===== config.mk =====
export PLATFORM = sky130hd
export DESIGN_NAME = hysteresis_thermostat_lockout
export DESIGN_NICKNAME = d
export VERILOG_FILES = /design/src/rtl/thl_pkg.sv /design/src/rtl/thl_csr.sv /design/src/rtl/thl_in_reg.sv /design/src/rtl/thl_core.sv /design/src/rtl/hysteresis_thermostat_lockout.sv
export SDC_FILE = /design/constraint.sdc
export NUM_CORES = 1
export LEC_CHECK = 0
export BUFFER_PORTS_ARGS = -buffer_cell sky130_fd_sc_hd__buf_2
export CORE_AREA = 4 4 130 132
export CTS_CLUSTER_SIZE = 8
export DETAILED_ROUTE_END_ITERATION = 7
export DIE_AREA = 0 0 134 136
export PLACE_DENSITY = 0.6
export SLEW_MARGIN = 20
export SYNTH_ARGS = -nofsm -noshare
export SYNTH_HDL_FRONTEND = slang
export SYNTH_HIERARCHICAL = 1
export SYNTH_SLANG_ARGS = --single-unit

===== constraint.sdc =====
create_clock -name clock -period 9.8 [get_ports clock]
set_input_delay 0.98 -clock clock [delete_from_list [all_inputs] [get_ports clock]]
set_output_delay 0.98 -clock clock [all_outputs]
set_load 0.005 [all_outputs]

===== src/rtl/thl_pkg.sv =====
// ----------------------------------------------------------------------------
// Thermostat lockout package
// Register codes, mode codes, configuration struct and shared constants.
// ----------------------------------------------------------------------------
package thl_pkg;

   localparam int ELAPSED_BITS_DEF = 16;
   localparam int TEMP_BITS        = 16;
   localparam int BAND_BITS        = 15;
   localparam int MIN_SEC_BITS     = 16;
   localparam int POWER_BITS       = 7;
   localparam int CSR_INDEX_BITS   = 3;
   localparam int CSR_DATA_BITS    = 16;
   localparam int RSP_DATA_BITS    = 16;

   localparam logic [POWER_BITS-1:0] FULL_POWER = 7'd100;

   typedef enum logic [CSR_INDEX_BITS-1:0] {
      REG_SETPOINT   = 3'd0,
      REG_BAND       = 3'd1,
      REG_DIRECTION  = 3'd2,
      REG_KIND       = 3'd3,
      REG_MIN_SWITCH = 3'd4
   } reg_index_type;

   typedef enum logic [1:0] {
      DIR_HEAT = 2'd0,
      DIR_COOL = 2'd1,
      DIR_IDLE = 2'd2
   } direction_type;

   typedef enum logic [1:0] {
      KIND_ONOFF      = 2'd0,
      KIND_COMPRESSOR = 2'd1,
      KIND_PID        = 2'd2
   } kind_type;

   typedef enum logic {
      OP_SAMPLE = 1'b0,
      OP_TICK   = 1'b1
   } op_type;

   typedef struct packed {
      logic signed [TEMP_BITS-1:0] setpoint;
      logic [BAND_BITS-1:0]        band;
      logic [1:0]                  direction;
      logic [1:0]                  control_kind;
      logic [MIN_SEC_BITS-1:0]     min_switch_seconds;
   } cfg_type;

   typedef struct packed {
      logic                        valid;
      logic                        op;
      logic signed [TEMP_BITS-1:0] temperature;
   } item_type;

endpackage


===== src/rtl/thl_csr.sv =====
// ----------------------------------------------------------------------------
// Thermostat lockout configuration registers
// Write-only register file; unknown indexes are dropped.
// ----------------------------------------------------------------------------
module thl_csr (
   input  logic                                 clock,
   input  logic                                 reset,
   input  logic                                 csr_we,
   input  logic [thl_pkg::CSR_INDEX_BITS-1:0]   csr_index,
   input  logic [thl_pkg::CSR_DATA_BITS-1:0]    csr_wdata,
   output thl_pkg::cfg_type                     cfg
);
   import thl_pkg::*;

   cfg_type cfg_ff, cfg_in;

   always_comb begin
      cfg_in = cfg_ff;
      if (csr_we) begin
         case (csr_index)
            REG_SETPOINT:   cfg_in.setpoint           = csr_wdata;
            REG_BAND:       cfg_in.band               = csr_wdata[BAND_BITS-1:0];
            REG_DIRECTION:  cfg_in.direction          = csr_wdata[1:0];
            REG_KIND:       cfg_in.control_kind       = csr_wdata[1:0];
            REG_MIN_SWITCH: cfg_in.min_switch_seconds = csr_wdata[MIN_SEC_BITS-1:0];
            default:        cfg_in = cfg_ff;
         endcase
      end
   end

   always_ff @(posedge clock) begin
      if (reset) begin
         cfg_ff.setpoint           <= '0;
         cfg_ff.band               <= '0;
         cfg_ff.direction          <= DIR_IDLE;
         cfg_ff.control_kind       <= KIND_ONOFF;
         cfg_ff.min_switch_seconds <= '0;
      end else begin
         cfg_ff <= cfg_in;
      end
   end

   assign cfg = cfg_ff;

endmodule


===== src/rtl/thl_in_reg.sv =====
// ----------------------------------------------------------------------------
// Thermostat lockout input register
// Capture one word per cycle; hold it while the result side is stalled.
// ----------------------------------------------------------------------------
module thl_in_reg (
   input  logic                                 clock,
   input  logic                                 reset,
   input  logic                                 req_tvalid,
   output logic                                 req_tready,
   input  logic [thl_pkg::TEMP_BITS-1:0]        req_tdata,
   input  logic                                 req_tuser,
   input  logic                                 advance,
   output thl_pkg::item_type                    item
);
   import thl_pkg::*;

   logic                        valid_ff, valid_in;
   logic                        op_ff, op_in;
   logic signed [TEMP_BITS-1:0] temp_ff, temp_in;
   logic                        take;

   // Free slot, or the held word moves on this cycle.
   assign req_tready = !valid_ff || advance;
   assign take       = req_tvalid && req_tready;

   always_comb begin
      valid_in = valid_ff;
      op_in    = op_ff;
      temp_in  = temp_ff;
      if (req_tready) begin
         valid_in = req_tvalid;
      end
      if (take) begin
         op_in   = req_tuser;
         temp_in = req_tdata;
      end
   end

   always_ff @(posedge clock) begin
      if (reset) begin
         valid_ff <= 1'b0;
      end else begin
         valid_ff <= valid_in;
      end
      op_ff   <= op_in;
      temp_ff <= temp_in;
   end

   assign item.valid       = valid_ff;
   assign item.op          = op_ff;
   assign item.temperature = temp_ff;

endmodule


===== src/rtl/thl_core.sv =====
// ----------------------------------------------------------------------------
// Thermostat lockout decision core
// Hysteresis compare, lockout check, state update and result register.
// ----------------------------------------------------------------------------
module thl_core #(
   parameter int ELAPSED_BITS = thl_pkg::ELAPSED_BITS_DEF
) (
   input  logic                                 clock,
   input  logic                                 reset,
   input  thl_pkg::cfg_type                     cfg,
   input  thl_pkg::item_type                    item,
   input  logic                                 advance,
   output logic                                 rsp_tvalid,
   output logic [thl_pkg::RSP_DATA_BITS-1:0]    rsp_tdata
);
   import thl_pkg::*;

   localparam int CMP_BITS  = (ELAPSED_BITS > MIN_SEC_BITS) ? ELAPSED_BITS : MIN_SEC_BITS;
   localparam int TRIP_BITS = TEMP_BITS + 2;
   localparam int PAD_BITS  = RSP_DATA_BITS - POWER_BITS - 2;

   logic                     power_ff, power_in;
   logic [ELAPSED_BITS-1:0]  count_ff, count_in;
   logic                     out_valid_ff, out_valid_in;
   logic                     switched_ff, switched_in;
   logic                     held_ff, held_in;

   logic signed [TRIP_BITS-1:0] temp_x, setpoint_x, band_x, on_trip;
   logic active, heat, want, allow, fire;

   always_comb begin
      temp_x     = TRIP_BITS'(item.temperature);
      setpoint_x = TRIP_BITS'(cfg.setpoint);
      band_x     = $signed({3'b000, cfg.band});
      heat       = (cfg.direction == DIR_HEAT);
      on_trip    = heat ? (setpoint_x - band_x) : (setpoint_x + band_x);

      active = ((cfg.control_kind == KIND_ONOFF) || (cfg.control_kind == KIND_COMPRESSOR))
             && ((cfg.direction == DIR_HEAT) || (cfg.direction == DIR_COOL));

      if (heat) begin
         want = (!power_ff && (temp_x < on_trip)) || (power_ff && (temp_x > setpoint_x));
      end else begin
         want = (!power_ff && (temp_x > on_trip)) || (power_ff && (temp_x < setpoint_x));
      end

      // Saturated counter stands for unlimited time.
      allow = (cfg.control_kind != KIND_COMPRESSOR) || (&count_ff)
            || (CMP_BITS'(count_ff) >= CMP_BITS'(cfg.min_switch_seconds));

      fire = (item.op == OP_SAMPLE) && active && want;
   end

   always_comb begin
      power_in     = power_ff;
      count_in     = count_ff;
      switched_in  = switched_ff;
      held_in      = held_ff;
      out_valid_in = out_valid_ff;
      if (advance) begin
         out_valid_in = item.valid;
         if (item.valid) begin
            switched_in = fire && allow;
            held_in     = fire && !allow;
            if (item.op == OP_TICK) begin
               if (!(&count_ff)) begin
                  count_in = count_ff + 1'b1;
               end
            end else if (fire && allow) begin
               power_in = !power_ff;
               count_in = '0;
            end
         end
      end
   end

   always_ff @(posedge clock) begin
      if (reset) begin
         power_ff     <= 1'b0;
         count_ff     <= '1;
         out_valid_ff <= 1'b0;
      end else begin
         power_ff     <= power_in;
         count_ff     <= count_in;
         out_valid_ff <= out_valid_in;
      end
      switched_ff <= switched_in;
      held_ff     <= held_in;
   end

   // Power reflects state after the item; it only moves together with the result.
   assign rsp_tvalid = out_valid_ff;
   assign rsp_tdata  = {{PAD_BITS{1'b0}}, held_ff, switched_ff,
                        (power_ff ? FULL_POWER : {POWER_BITS{1'b0}})};

endmodule


===== src/rtl/hysteresis_thermostat_lockout.sv =====
// ----------------------------------------------------------------------------
// Hysteresis thermostat with compressor lockout
// On/off channel controller for one node, one result word per input word.
// ----------------------------------------------------------------------------
// Use:
//   req_*  carries input words: a temperature sample (req_tuser low) or a
//          one-second tick (req_tuser high). Every word yields exactly one
//          result word on rsp_*.
//   rsp_*  carries power (0 or 100) plus switched and lockout-held flags.
//   csr_*  writes setpoint, band, direction, control kind and minimum
//          switch seconds; write only while no word is in flight.
// An accepted request word passes through the input register and then the
// result register. Throughput is one word per cycle while rsp_tready does not
// stall the result side, set by the compare and state update in the decision
// core, which handle each word as it moves into the result register.
// A stall on rsp_tready holds the result word and the input register; the
// request side stays open until that register is occupied, so one more word
// is taken during a stall before req_tready drops.
// Reset clears both valid flags, turns the output off, saturates the
// elapsed counter and loads the register defaults (direction idle).
// ----------------------------------------------------------------------------
module hysteresis_thermostat_lockout #(
   parameter int ELAPSED_BITS = thl_pkg::ELAPSED_BITS_DEF
) (
   input  logic                                 clock,
   input  logic                                 reset,
   // request stream
   input  logic                                 req_tvalid,
   output logic                                 req_tready,
   input  logic [thl_pkg::TEMP_BITS-1:0]        req_tdata,   // [15:0] temperature
   input  logic                                 req_tuser,   // [0] op (1 tick)
   // result stream
   output logic                                 rsp_tvalid,
   input  logic                                 rsp_tready,
   output logic [thl_pkg::RSP_DATA_BITS-1:0]    rsp_tdata,   // [6:0] power_percent,
                                                             // [7] switched,
                                                             // [8] held_by_lockout
   // configuration writes
   input  logic                                 csr_we,
   input  logic [thl_pkg::CSR_INDEX_BITS-1:0]   csr_index,
   input  logic [thl_pkg::CSR_DATA_BITS-1:0]    csr_wdata
);
   import thl_pkg::*;

   cfg_type  cfg;
   item_type item;
   logic     advance;

   // Advance the pipe whenever the result register is empty or being taken.
   assign advance = !rsp_tvalid || rsp_tready;

   thl_csr u_csr (
      .clock     (clock),
      .reset     (reset),
      .csr_we    (csr_we),
      .csr_index (csr_index),
      .csr_wdata (csr_wdata),
      .cfg       (cfg)
   );

   thl_in_reg u_in_reg (
      .clock      (clock),
      .reset      (reset),
      .req_tvalid (req_tvalid),
      .req_tready (req_tready),
      .req_tdata  (req_tdata),
      .req_tuser  (req_tuser),
      .advance    (advance),
      .item       (item)
   );

   thl_core #(
      .ELAPSED_BITS (ELAPSED_BITS)
   ) u_core (
      .clock      (clock),
      .reset      (reset),
      .cfg        (cfg),
      .item       (item),
      .advance    (advance),
      .rsp_tvalid (rsp_tvalid),
      .rsp_tdata  (rsp_tdata)
   );

endmodule


==> qor.csv <==
metric;value;unit
cts_resized;0;
setup_ws;4.08;ns
grt_pass1_wl;24300;um
root_buffer;clkbuf_16;
yosysTopAreaCellShare;22.7;%
grt-ovfl-total;0;
ant_nets;0;
slew_headroom;49.6;%
fin_crit;5.72;ns
status;completed;
max_freq;175;MHz
fin_area;6780;sq um
core-area;15700;sq um
holdCritStartpoint;u_csr/cfg[1];
mostFrequentLayoutCells;nand2b_1 (73), dfxtp_1 (70), ha_1 (67);
io_pins;59;
end_kind;flip-flop;
rsz0062_at_grt;no;
dpl-instance-area;6510;sq um
critPathArrivalTime;5.92;ns
peakVddDrop;0.0918;mV
port_buffers;47;
fp.dieH;136;um
die_area;18200;sq um
synth_cell_types;68;
syn_area;6180;sq um
finalSetupViolCount;0;
dp_hpwl;11500;um
leakage;3.02;nW
numClockSinks;89;
area_growth_syn_to_layout;9.83;%
startpoint_type;flip-flop;
r2r_start;u_csr/cfg[18];
num_antenna_cells;0;
tritoncts;yes;
grt_util_met2;28.2;%
grt_pass1_vias;4889;
synth_area_leaders;dfxtp_1 (23%), ha_1 (14%), edfxtp_1 (9.2%);
hold_viol_final;0;
layout_commonest_cell;nand2b_1;
post_cts_buffers;0;
rr_worst_depth;21;
pwr_density_cell;167;nW/um^2
antenna_found_initial;0;
wl_per_cell;16.0;um
fin_tns_setup;0;ns
chipWidth;134;um
gp_congestion;0.906;
async_reset_ff_share;0;%
post-place-ws;4.14;ns
maxCapViolCount;0;
avgSynthCellArea;9.16;sq um
start_util;39.3;%
r2r_slack;4.08;ns
clk_path_buf_depth;2;
dp_cells;911;
worst-endpoint-required;10.00;ns
clkTransAtPathRegs;0.07;ns
cts_buffers;9;
clk_latency;0.35;ns
crit_path_cell_trace;nor2_1, nor2_1, xnor2_1, ha_1, nor2b_1, o31a_1, o211ai_1, a21o_1, a31oi_1, a211o_1, a21oi_1, xnor2_1, ha_1, and4_1, nand4_2, a32oi_4, nor3_2, nor4b_2, nand4_2, o21ai_4, a41oi_1;
h-tree-depth;3;
yosysWarnings;6;
holdBufCountCts;0;
wl;14800;um
crit_slowest_cell;nor2_1;
crit_type;flip-flop to flip-flop;
synth_edf_count;19;
yosys.area.top_type;dfxtp_1;
tightest_slew;0.754;ns
globalRouteTotalUtil;16.6;%
syn_inst;674;
whs_path_depth;2;
use_met1;21.4;%
holdPathEnd;u_csr/cfg[1];
nNetsFinal;815;
drive_gt1_share;12.0;%
slew_viol_final;0;
drt-vias-per-instance;5.25;
hold_class;flip-flop to flip-flop;
grt_max_degree;87;
row_count;46;
ys_seq_area_share;31.9;%
design_power_total;0.00113;W
met3_usage;2.44;%
max_stage_delay;0.61;ns
drc;0;
busiest_layer;met2;
drt-initial-drc-count;274;
layoutNonFillerInstCount;927;
num_vias;4867;
synth_ff_type;dfxtp_1;
r2r_end;u_core/count_ff[9];
cp_max_fo;16;
first_pass_iters;6;
synth-seq-cells;89;
post-route-period-util;58.4;%
skew;0.00804;ns
synth_stat cells (3+ instances only):
master and n:
ha_1 67, nor3_1 19, nor4_1 8, dfxtp_1 70, nand2b_1 73, a21o_1 7, xnor2_1 14, and3_1 5
and2_1 3, inv_1 64, o21ai_1 10, nor2b_1 6, o31ai_1 4, o21a_1 4, o2111ai_1 3, buf_4 20
a311oi_1 8, a211o_1 3, nand3_1 13, mux2i_1 52, a211oi_1 4, o211ai_1 4, nand2_1 25, or3_1 6
a21oi_1 30, nor2_1 21, xor2_1 13, buf_2 5, o21ai_0 21, a41oi_1 4, edfxtp_1 19, nand4_1 11
clkbuf_1 13, a31o_2 3
where the power goes:
| group | total (W) | leakage (nW) | switching (W) | internal (W) |
|---|---|---|---|---|
| clock network | 0.000325 | 0.138 | 0.000152 | 0.000173 |
| logic | 0.000384 | 2.12 | 0.000219 | 0.000165 |
| registers | 0.000426 | 0.753 | 0.0000289 | 0.000397 |
| total | 0.00113 | 3.02 | 0.000400 | 0.000734 |
worst max-delay path: cells and delay by family (launching register included):
kind	cells	cell delay (ns)
compound gates	9	2.30
xor+xnor	2	0.23
flops	1	0.36
simple gates	8	2.01
fa+ha+maj	2	0.68
routing by layer:
metal  wire, um  part of all wire, %
met3        540                  3.6
met4        342                  2.3
met1       6930                   47
met2       7020                   47
met5          0                    0
metrics by stage:
stage	hold WS (ns)	util, %
after global routing	0.514	43.2
after detailed placement	0.474	41.4
after floorplan	0.452	-
final	0.479	43.2
after CTS	0.486	43.2
after global placement	0.465	41.4
cell families after synthesis:
family                     after synthesis  synth area share [%]
other                                    1                0.0607
muxes                                   52                  8.43
buffers and inverters                  103                  7.70
AOI/OAI and AO/OA                      122                  13.7
and+or+nand+nor                        212                  20.5
xor gates and xnor gates                27                  3.83
DFF                                     89                  31.9
adders and majority gates               68                  13.9
sequential cells by signal, summed over array words and instances (netlist names):
name and cells:
u_core/power_ff 1, u_core/count_ff 16, u_in_reg/temp_ff 16, u_in_reg/valid_ff 1, u_csr/cfg 51, u_core/rsp_tvalid 1
u_core/held_ff 1, u_core/switched_ff 1, u_in_reg/op_ff 1
cell type report:
class,instances,area (sq um)
inverters,64,240
multi-input cells,492,3770
clock buffers,10,229
repair buffers,50,258
flip-flops and latches,89,1970
clock inverters,6,41.3
well taps,216,270
fillers,1560,8930
worst max path at each step:
stage | startpoint | to | slack, ns | cells after the start
after floorplan | u_csr/cfg[18] | u_core/count_ff[2] | 5.06 | 23
after global placement | u_csr/cfg[18] | u_core/count_ff[7] | 4.37 | 21
after detailed placement | u_csr/cfg[18] | u_core/count_ff[1] | 4.14 | 21
after CTS | u_csr/cfg[18] | u_core/count_ff[1] | 4.10 | 21
after global routing | u_csr/cfg[18] | u_core/count_ff[3] | 3.50 | 21
final | u_csr/cfg[18] | u_core/count_ff[9] | 4.08 | 21
(Power assumes the default switching activity.)
